[src/hdl/fbdc_pkg.sv]
// ----------------------------------------------------------------------------
// fbdc_pkg
// constants, scale limit table and control types of the baud divisor block
// ----------------------------------------------------------------------------
package fbdc_pkg;

  localparam int unsigned DataW     = 32;
  localparam int unsigned CntW      = $clog2(DataW);
  localparam logic [DataW-1:0] ClkHzReset = 32'd32000000;

  // max rate is clk/8, min rate is clk/4194304, halved again in normal mode
  localparam int unsigned MaxRateShift = $clog2(8);
  localparam int unsigned MinRateShift = $clog2(4194304);

  // scale exponent search, exponent = index - ExpBias
  localparam int unsigned NumLimits = 14;
  localparam int unsigned LimitW    = 21;
  localparam logic [3:0]  ExpBias   = 4'd7;
  localparam logic [3:0]  ExpTop    = 4'd14;

  localparam logic [LimitW-1:0] ScaleLimit [NumLimits] = '{
    21'h0000ff, 21'h0001ff, 21'h0003ff, 21'h0007ff, 21'h000fff,
    21'h001ffe, 21'h003ffc, 21'h007ff8, 21'h00fff0, 21'h01ffe0,
    21'h03ffc0, 21'h07ff80, 21'h0fff00, 21'h1ffe00
  };

  typedef struct packed {
    logic load;       // capture the input request
    logic check;      // range check, set up the ratio division
    logic div_start;  // launch the divider on the staged operands
    logic set_scale;  // pick the exponent from the ratio
    logic set_oper;   // stage the divisor division operands
    logic publish;    // write the result register
  } cmd_t;

  typedef struct packed {
    logic reject;     // request outside the supported range
    logic div_done;   // divider finished, quotient valid
  } status_t;

endpackage

[src/hdl/fractional_baud_divisor_calc.sv]
// ----------------------------------------------------------------------------
// fractional_baud_divisor_calc
// Turns a requested line rate into the two baud register bytes of a
// fractional (divisor plus scale exponent) baud generator. The rate is checked
// against clk/8 and clk/4194304 (both halved in normal mode) and a zero rate
// is rejected; a rejected request skips both divisions and returns zero
// bytes with the accepted flag low. One request is handled at a time: an
// accepted request passes twice through the one-bit-per-cycle divider
// (clock / rate, then the rounded divisor) before its result is written.
// The result sits in an output register, so the next request is taken
// while it waits to be read. The clock register may be written only while
// the block is idle.
// ----------------------------------------------------------------------------
module fractional_baud_divisor_calc
  import fbdc_pkg::*;
(
  input  logic        clk_i,
  input  logic        rst_ni,

  // clock frequency register write channel
  input  logic        cfg_valid_i,
  output logic        cfg_ready_o,
  input  logic [31:0] cfg_data_i,      // system_clock_hz

  // request channel
  input  logic        s_axis_tvalid_i,
  output logic        s_axis_tready_o,
  input  logic [31:0] s_axis_tdata_i,  // requested_baud
  input  logic        s_axis_tuser_i,  // double_speed

  // result channel
  output logic        m_axis_tvalid_o,
  input  logic        m_axis_tready_i,
  output logic [15:0] m_axis_tdata_o,  // baud_low_byte [7:0], baud_high_byte [15:8]
  output logic        m_axis_tuser_o   // rate_accepted
);

  cmd_t    cmd;
  status_t status;

  // register writes must land only while idle (the block does not enforce it); the port never stalls
  assign cfg_ready_o = 1'b1;

  // sequencer: owns both handshakes and the step order
  fbdc_ctrl u_ctrl (
    .clk_i       (clk_i),
    .rst_ni      (rst_ni),
    .in_valid_i  (s_axis_tvalid_i),
    .in_ready_o  (s_axis_tready_o),
    .out_valid_o (m_axis_tvalid_o),
    .out_ready_i (m_axis_tready_i),
    .status_i    (status),
    .cmd_o       (cmd)
  );

  // datapath: clock register, range check, exponent search, shared divider
  fbdc_dp u_dp (
    .clk_i          (clk_i),
    .rst_ni         (rst_ni),
    .cmd_i          (cmd),
    .status_o       (status),
    .cfg_we_i       (cfg_valid_i & cfg_ready_o),
    .cfg_data_i     (cfg_data_i),
    .baud_i         (s_axis_tdata_i),
    .dbl_i          (s_axis_tuser_i),
    .res_data_o     (m_axis_tdata_o),
    .res_accepted_o (m_axis_tuser_o)
  );

endmodule

[src/hdl/fbdc_div.sv]
// ----------------------------------------------------------------------------
// fbdc_div
// restoring unsigned divider, one quotient bit per cycle
// ----------------------------------------------------------------------------
module fbdc_div
  import fbdc_pkg::*;
(
  input  logic             clk_i,
  input  logic             rst_ni,
  input  logic             start_i,
  input  logic [DataW-1:0] num_i,
  input  logic [DataW-1:0] den_i,
  output logic             done_o,
  output logic [DataW-1:0] quot_o
);

  logic [DataW-1:0] rem_q, quo_q, den_q;
  logic [CntW-1:0]  cnt_q;
  logic             busy_q, done_q;
  logic [DataW+1:0] trial;
  logic [DataW-1:0] rem_d;
  logic             qbit;

  // zero divisor always subtracts, giving an all-ones quotient
  assign trial = {1'b0, rem_q, quo_q[DataW-1]} - {2'b00, den_q};
  assign qbit  = ~trial[DataW+1];
  assign rem_d = qbit ? trial[DataW-1:0] : {rem_q[DataW-2:0], quo_q[DataW-1]};

  always_ff @(posedge clk_i or negedge rst_ni) begin
    if (!rst_ni) begin
      busy_q <= 1'b0;
      done_q <= 1'b0;
      cnt_q  <= '0;
    end else if (start_i) begin
      busy_q <= 1'b1;
      done_q <= 1'b0;
      cnt_q  <= CntW'(DataW - 1);
    end else if (busy_q) begin
      cnt_q <= cnt_q - 1'b1;
      if (cnt_q == '0) begin
        busy_q <= 1'b0;
        done_q <= 1'b1;
      end
    end else begin
      done_q <= 1'b0;
    end
  end

  always_ff @(posedge clk_i) begin
    if (start_i) begin
      rem_q <= '0;
      quo_q <= num_i;
      den_q <= den_i;
    end else if (busy_q) begin
      rem_q <= rem_d;
      quo_q <= {quo_q[DataW-2:0], qbit};
    end
  end

  assign done_o = done_q;
  assign quot_o = quo_q;

endmodule

[src/hdl/fbdc_dp.sv]
// ----------------------------------------------------------------------------
// fbdc_dp
// datapath: clock register, range check, exponent search, operand staging
// ----------------------------------------------------------------------------
module fbdc_dp
  import fbdc_pkg::*;
(
  input  logic             clk_i,
  input  logic             rst_ni,
  input  cmd_t             cmd_i,
  output status_t          status_o,
  input  logic             cfg_we_i,
  input  logic [DataW-1:0] cfg_data_i,
  input  logic [DataW-1:0] baud_i,
  input  logic             dbl_i,
  output logic [15:0]      res_data_o,
  output logic             res_accepted_o
);

  logic [DataW-1:0] clk_hz_q;
  logic [DataW-1:0] baud_q, beff_q, num_q, den_q;
  logic             dbl_q, rej_q, minus_one_q;
  logic [3:0]       exp_q;
  logic [15:0]      res_data_q;
  logic             res_acc_q;

  logic [DataW-1:0] rate_hi, rate_lo, beff;
  logic             reject;
  logic [DataW-1:0] quot;
  logic             div_done;
  logic [3:0]       scale_idx;
  logic signed [3:0] exp_s, neg_sh, pos_sh;
  logic [DataW-1:0] c_val, eb, oper_num, oper_den, div_res;

  always_ff @(posedge clk_i or negedge rst_ni) begin
    if (!rst_ni) begin
      clk_hz_q <= ClkHzReset;
    end else if (cfg_we_i) begin
      clk_hz_q <= cfg_data_i;
    end
  end

  // range limits, halved in normal mode
  always_comb begin
    if (dbl_q) begin
      rate_hi = clk_hz_q >> MaxRateShift;
      rate_lo = clk_hz_q >> MinRateShift;
    end else begin
      rate_hi = clk_hz_q >> (MaxRateShift + 1);
      rate_lo = clk_hz_q >> (MinRateShift + 1);
    end
  end

  assign reject = (baud_q == '0) || (baud_q > rate_hi) || (baud_q < rate_lo);
  assign beff   = dbl_q ? baud_q : {baud_q[DataW-2:0], 1'b0};

  // smallest exponent whose limit the ratio stays under
  always_comb begin
    scale_idx = ExpTop;
    for (int i = NumLimits - 1; i >= 0; i--) begin
      if (quot < DataW'(ScaleLimit[i])) begin
        scale_idx = 4'(i);
      end
    end
  end

  assign exp_s  = $signed(exp_q);
  assign neg_sh = -exp_s - 4'sd3;
  assign pos_sh = exp_s + 4'sd3;
  assign c_val  = clk_hz_q - {beff_q[DataW-4:0], 3'b000};
  assign eb     = beff_q << $unsigned(pos_sh);

  always_comb begin
    if (exp_s <= -4'sd3) begin
      oper_num = (c_val << $unsigned(neg_sh)) + (beff_q >> 1);
      oper_den = beff_q;
    end else if (exp_s < 4'sd0) begin
      oper_num = c_val + (eb >> 1);
      oper_den = eb;
    end else begin
      oper_num = clk_hz_q + (eb >> 1);
      oper_den = eb;
    end
  end

  assign div_res = quot - DataW'(minus_one_q);

  always_ff @(posedge clk_i) begin
    if (cmd_i.load) begin
      baud_q <= baud_i;
      dbl_q  <= dbl_i;
    end
    if (cmd_i.check) begin
      rej_q  <= reject;
      beff_q <= beff;
      num_q  <= clk_hz_q;
      den_q  <= beff;
    end
    if (cmd_i.set_scale) begin
      exp_q <= scale_idx - ExpBias;
    end
    if (cmd_i.set_oper) begin
      num_q       <= oper_num;
      den_q       <= oper_den;
      minus_one_q <= ~exp_q[3];
    end
    if (cmd_i.publish) begin
      if (rej_q) begin
        res_data_q <= '0;
        res_acc_q  <= 1'b0;
      end else begin
        res_data_q <= {exp_q, div_res[11:8], div_res[7:0]};
        res_acc_q  <= 1'b1;
      end
    end
  end

  fbdc_div u_div (
    .clk_i   (clk_i),
    .rst_ni  (rst_ni),
    .start_i (cmd_i.div_start),
    .num_i   (num_q),
    .den_i   (den_q),
    .done_o  (div_done),
    .quot_o  (quot)
  );

  assign status_o.reject   = reject;
  assign status_o.div_done = div_done;
  assign res_data_o        = res_data_q;
  assign res_accepted_o    = res_acc_q;

endmodule

[src/hdl/fbdc_ctrl.sv]
// ----------------------------------------------------------------------------
// fbdc_ctrl
// sequencer: steps a request through check, two divisions (skipped on reject) and the result
// ----------------------------------------------------------------------------
module fbdc_ctrl
  import fbdc_pkg::*;
(
  input  logic    clk_i,
  input  logic    rst_ni,
  input  logic    in_valid_i,
  output logic    in_ready_o,
  output logic    out_valid_o,
  input  logic    out_ready_i,
  input  status_t status_i,
  output cmd_t    cmd_o
);

  typedef enum logic [3:0] {
    ST_IDLE,
    ST_CHECK,
    ST_RATIO_GO,
    ST_RATIO_WAIT,
    ST_SCALE,
    ST_OPER,
    ST_DIV_GO,
    ST_DIV_WAIT,
    ST_FINISH
  } state_e;

  state_e state_q, state_d;
  logic   ready_q, out_valid_q;
  logic   out_free;

  assign out_free = ~out_valid_q | out_ready_i;

  always_comb begin
    state_d = state_q;
    cmd_o   = '0;
    unique case (state_q)
      ST_IDLE: begin
        cmd_o.load = in_valid_i & ready_q;
        if (in_valid_i && ready_q) state_d = ST_CHECK;
      end
      ST_CHECK: begin
        cmd_o.check = 1'b1;
        state_d = status_i.reject ? ST_FINISH : ST_RATIO_GO;
      end
      ST_RATIO_GO: begin
        cmd_o.div_start = 1'b1;
        state_d = ST_RATIO_WAIT;
      end
      ST_RATIO_WAIT: begin
        if (status_i.div_done) state_d = ST_SCALE;
      end
      ST_SCALE: begin
        cmd_o.set_scale = 1'b1;
        state_d = ST_OPER;
      end
      ST_OPER: begin
        cmd_o.set_oper = 1'b1;
        state_d = ST_DIV_GO;
      end
      ST_DIV_GO: begin
        cmd_o.div_start = 1'b1;
        state_d = ST_DIV_WAIT;
      end
      ST_DIV_WAIT: begin
        if (status_i.div_done) state_d = ST_FINISH;
      end
      ST_FINISH: begin
        cmd_o.publish = out_free;
        if (out_free) state_d = ST_IDLE;
      end
      default: state_d = ST_IDLE;
    endcase
  end

  always_ff @(posedge clk_i or negedge rst_ni) begin
    if (!rst_ni) begin
      state_q     <= ST_IDLE;
      ready_q     <= 1'b1;
      out_valid_q <= 1'b0;
    end else begin
      state_q <= state_d;
      ready_q <= (state_d == ST_IDLE);
      if (cmd_o.publish) begin
        out_valid_q <= 1'b1;
      end else if (out_ready_i) begin
        out_valid_q <= 1'b0;
      end
    end
  end

  assign in_ready_o  = ready_q;
  assign out_valid_o = out_valid_q;

endmodule

[config.mk]
export PLATFORM = sky130hd
export DESIGN_NAME = fractional_baud_divisor_calc
export DESIGN_NICKNAME = d
export VERILOG_FILES = /design/src/hdl/fbdc_pkg.sv /design/src/hdl/fractional_baud_divisor_calc.sv /design/src/hdl/fbdc_div.sv /design/src/hdl/fbdc_dp.sv /design/src/hdl/fbdc_ctrl.sv
export SDC_FILE = /design/constraint.sdc
export NUM_CORES = 1
export LEC_CHECK = 0
export ABC_AREA = 0
export BUFFER_PORTS_ARGS = -buffer_cell sky130_fd_sc_hd__buf_4
export CORE_MARGIN = 8
export CORE_UTILIZATION = 35
export CTS_CLUSTER_SIZE = 25
export DETAILED_ROUTE_END_ITERATION = 6
export GPL_TIMING_DRIVEN = 0
export MAX_ROUTING_LAYER = met4
export PLACE_DENSITY_LB_ADDON = 0.2
export SYNTH_ARGS = -nofsm -noshare
export SYNTH_HDL_FRONTEND = slang
export SYNTH_SLANG_ARGS = --single-unit
[constraint.sdc]
create_clock -name clk_i -period 8.9 [get_ports clk_i]
set_input_delay 0 -clock clk_i [delete_from_list [all_inputs] [get_ports clk_i]]
set_output_delay 0 -clock clk_i [all_outputs]
set_load 0.01 [all_outputs]
==> run metrics <==
synthesized netlist net count=2768; HP Class=in -> reg; Cells after Synth=2520; CTS tree=done; Slew Viols, Final=0; cell row count=94; antenna-violating nets left=0; vias in the first global route=20.3k; Die Span X=273 um; count leader, synth=nand2_1; mean routed wirelength per cell=27.0 um; RR Endpoint=u_dp.num_q[31]$_DFFE_PP_; Final Skew=0.0464 ns; clk root buf=clkbuf_16; Slew HR=0.147; sequential fraction of the synthesis area=0.358; status=finished, final reports clean; die span in y=273 um; fillers=6467; MaxCap Viol Count=0; actual slew at the worst max-slew pin=1.28 ns; Worst Path Arrival=8.79 ns; Worst-Skew Late Latency=0.59 ns; EDFF count, synth=216; final worst path period share=0.955; CTS Buf Count=38; Sequential Area=8260 um^2; crit path from=u_dp.exp_q[1]$_DFFE_PP_; Reg clk slew, reported paths=0.06 ns; main flop type after synthesis=edfxtp_1; layout overhead on the synthesized area=16.6%; initial antenna violation count=5; port buffer count=87; TritonCTS Sinks=293; peak supply drop=0.141 mV; DRT Wirelength=97800 um; # placed instances=3476; Setup Crit Path Kind=reg -> reg; Initial Utilization=0.352; Synth area leaders=edfxtp_1 28%, ha_1 9.4%, mux2i_1 5.6%; GPL Wtd Cong=1.04; path depth of the worst reg2reg path=22; largest net degree at the start of global routing=46; FMAX=118 MHz; Finished Layout Cells=3615; pwr/cell area=346 nW/um^2; Die ar.=74300 um^2; CTS H-tree depth=2; P_leak=11.0 nW; Critical R2R Launch=u_dp.exp_q[1]$_DFFE_PP_; core area=65500 um^2; kind of end point of the critical path=flip-flop; first-pass GRT wire length=141000 um; Avg Inst Size Synth=9.15 um^2; CTS Buffer Depth=3; setup repair after global routing missed its margin=false; Final setup viols=0; First-pass DRT Iterations=5; Commonest cells post-synth=288 x nand2_1, 230 x nor2_1, 216 x edfxtp_1; All-Layer GR Usage=0.263; I/O pin cnt=90; area of the multi-input gates=13900 um^2; Fin. Hold Viols=0; crit-path max FO=19; Reg2Reg Setup Slack=0.40 ns; fin nets=2966; hpwl dp=78500 um; Syn Std Cell Area=23100 um^2; post-route minimum period=8.50 ns; Vias=20.7k; #FFs+latches synth=293; largest area contributor in the netlist=edfxtp_1; Synth async-reset ratio=0.154; PnR Total Power=9.30 mW; share of the synthesized area in the top cell type=0.281; layout cell share with drive strength beyond 1=0.121; Worst path slowest cell=clkbuf_2; number of DRC violations after detailed-routing iteration 0=1936; dpl ws=-1.16 ns; vias per cell=5.73; Synth Warn #=0; drc violations=0; worst-path cell chain=clkbuf_1 -> inv_2 -> buf_1 -> clkdlybuf4s15_2 -> ha_1 -> clkbuf_1 -> clkbuf_2 -> mux4_2 -> mux2i_1 -> o21ai_1 -> ha_1 -> nand3_1 -> nor4_1 -> nor4_2 -> nor3_1 -> nor2_1 -> o21a_1 -> a21oi_1 -> a211oi_1 -> xnor2_1 -> mux2i_1 -> a221o_1; required time of the worst setup path=9.20 ns; cell count of the worst hold path=2; Worst Setup EP=u_dp.num_q[31]$_DFFE_PP_; Synth cell types=84; grt total ovfl=0; crit start category=flip-flop; Final WS setup=0.401 ns; Largest stage delay, worst path=0.58 ns
[state kept, by name (all words and copies together) (netlist names)]
| name | flops |
|---|---|
| u_dp.u_div.busy_q | 1 |
| u_dp.num_q | 32 |
| u_dp.res_accepted_o | 1 |
| u_ctrl.in_ready_o | 1 |
| u_dp.u_div.den_q | 32 |
| u_dp.beff_q | 32 |
| u_dp.minus_one_q | 1 |
| u_dp.u_div.done_o | 1 |
| u_dp.u_div.quot_o | 32 |
| u_dp.clk_hz_q | 32 |
| u_dp.den_q | 32 |
| u_dp.baud_q | 32 |
| u_dp.rej_q | 1 |
| u_dp.u_div.cnt_q | 5 |
| u_ctrl.state_q | 4 |
| u_ctrl.out_valid_o | 1 |
| u_dp.res_data_o | 16 |
| u_dp.u_div.rem_q | 32 |
| u_dp.dbl_q | 1 |
| u_dp.exp_q | 4 |
[routing by layer]
metal	vias up	GRT usage	wire [um]
met3	163	0.0406	6070
met4	0	0.113	4870
met2	745	0.412	44000
met1	10200	0.336	42800
met5	-	-	0
li1	9651	-	-
[final cells by class]
class / count / share of cell area
Timing Repair Buffer: 160 / 0.0522
Tap cell: 864 / 0.0402
Buffer: 124 / 0.0184
Multi-Input combinational cell: 1989 / 0.518
Clock inverter: 27 / 0.0108
Inverter: 112 / 0.0156
Sequential cell: 293 / 0.307
Antenna cell: 3 / 0.000279
Clock buffer: 43 / 0.0369
[kinds of logic after synthesis]
kind of cell    count (synthesis)  share of synthesized area
compound gates                681                      0.185
xor+xnor                      116                     0.0441
fa+ha+maj                     178                     0.0979
buf+inv                       238                     0.0394
flops                         293                      0.358
mux                           251                      0.127
other cells                     1                   0.000163
simple gates                  762                      0.149
[critical path, delay by kind of cell (launching register included)]
family                     cells  cell delay (ns)
xor gates and xnor gates       1             0.29
AOI/OAI and AO/OA              5             1.41
adders and majority gates      2             0.93
and+or+nand+nor                5             1.47
DFF                            1             0.55
muxes                          3             0.92
buffers and inverters          6             2.65
[where the power goes]
part           switching [mW]  leakage, nW  internal, mW
clock network           0.655        0.610         0.933
logic                    3.22         7.63          2.04
registers               0.477         2.78          1.99
total                    4.35         11.0          4.96
[worst min path at each step]
stage                start                              to  slack, ns
5_1_grt        cfg_valid_i   u_dp.clk_hz_q[11]$_DFFE_PN1P_       0.04
3_5_place_dp        rst_ni  u_ctrl.out_valid_o$_DFFE_PN0P_        0.1
6_report       cfg_valid_i   u_dp.clk_hz_q[12]$_DFFE_PN0P_       0.02
2_1_floorplan       rst_ni  u_ctrl.out_valid_o$_DFFE_PN0P_      -0.30
4_1_cts        cfg_valid_i   u_dp.clk_hz_q[12]$_DFFE_PN0P_       0.02
3_3_place_gp        rst_ni     u_ctrl.state_q[2]$_DFF_PN0_       0.09
[through the flow]
step	setup TNS (ns)	cell area [um^2]	util	hold slack, ns
3_3_place_gp	-12.25	24800	0.378	0.0886
4_1_cts	0	26900	0.410	0.0192
6_report	0	26900	0.410	0.0196
2_1_floorplan	0	23100	-	-0.296
3_5_place_dp	-9.96	24900	0.380	0.0953
5_1_grt	0	26900	0.410	0.0429
[placed cells by master, fill, tap and decap left out, types with 15 or more instances in the layout]
cell / synthesis / layout
mux2_2: 98 / 98
nor2b_1: 22 / 22
dfrtp_1: 37 / 37
edfxtp_1: 216 / 216
and2_1: 15 / 15
dfxtp_1: 32 / 32
inv_1: 111 / 111
a21oi_1: 202 / 201
o21a_1: 33 / 33
a21o_1: 57 / 57
nand4_1: 17 / 17
buf_1: 23 / 20
o21bai_1: 16 / 16
clkbuf_16: 0 / 39
mux2i_1: 130 / 129
nor4_1: 17 / 16
buf_4: 2 / 90
o211ai_1: 18 / 18
o21ai_0: 181 / 180
clkbuf_1: 95 / 95
mux4_2: 23 / 23
nand2b_1: 27 / 27
nor3_1: 43 / 42
a211oi_1: 44 / 44
dlygate4sd3_1: 0 / 68
nand2_1: 288 / 288
xnor2_1: 71 / 71
ha_1: 174 / 174
nand3_1: 35 / 35
and3_1: 22 / 22
a31oi_1: 29 / 29
nor2_1: 230 / 228
xor2_1: 45 / 45
[what timing repair did]
action,4_1_cts,5_1_grt
setup buffers,0,0
gates resized for setup,10,4
endpoints found under the setup margin,17,7
hold buffers,68,0
endpoints found under the hold margin,114,0
Note: power is estimated with default switching activity, not from simulation.
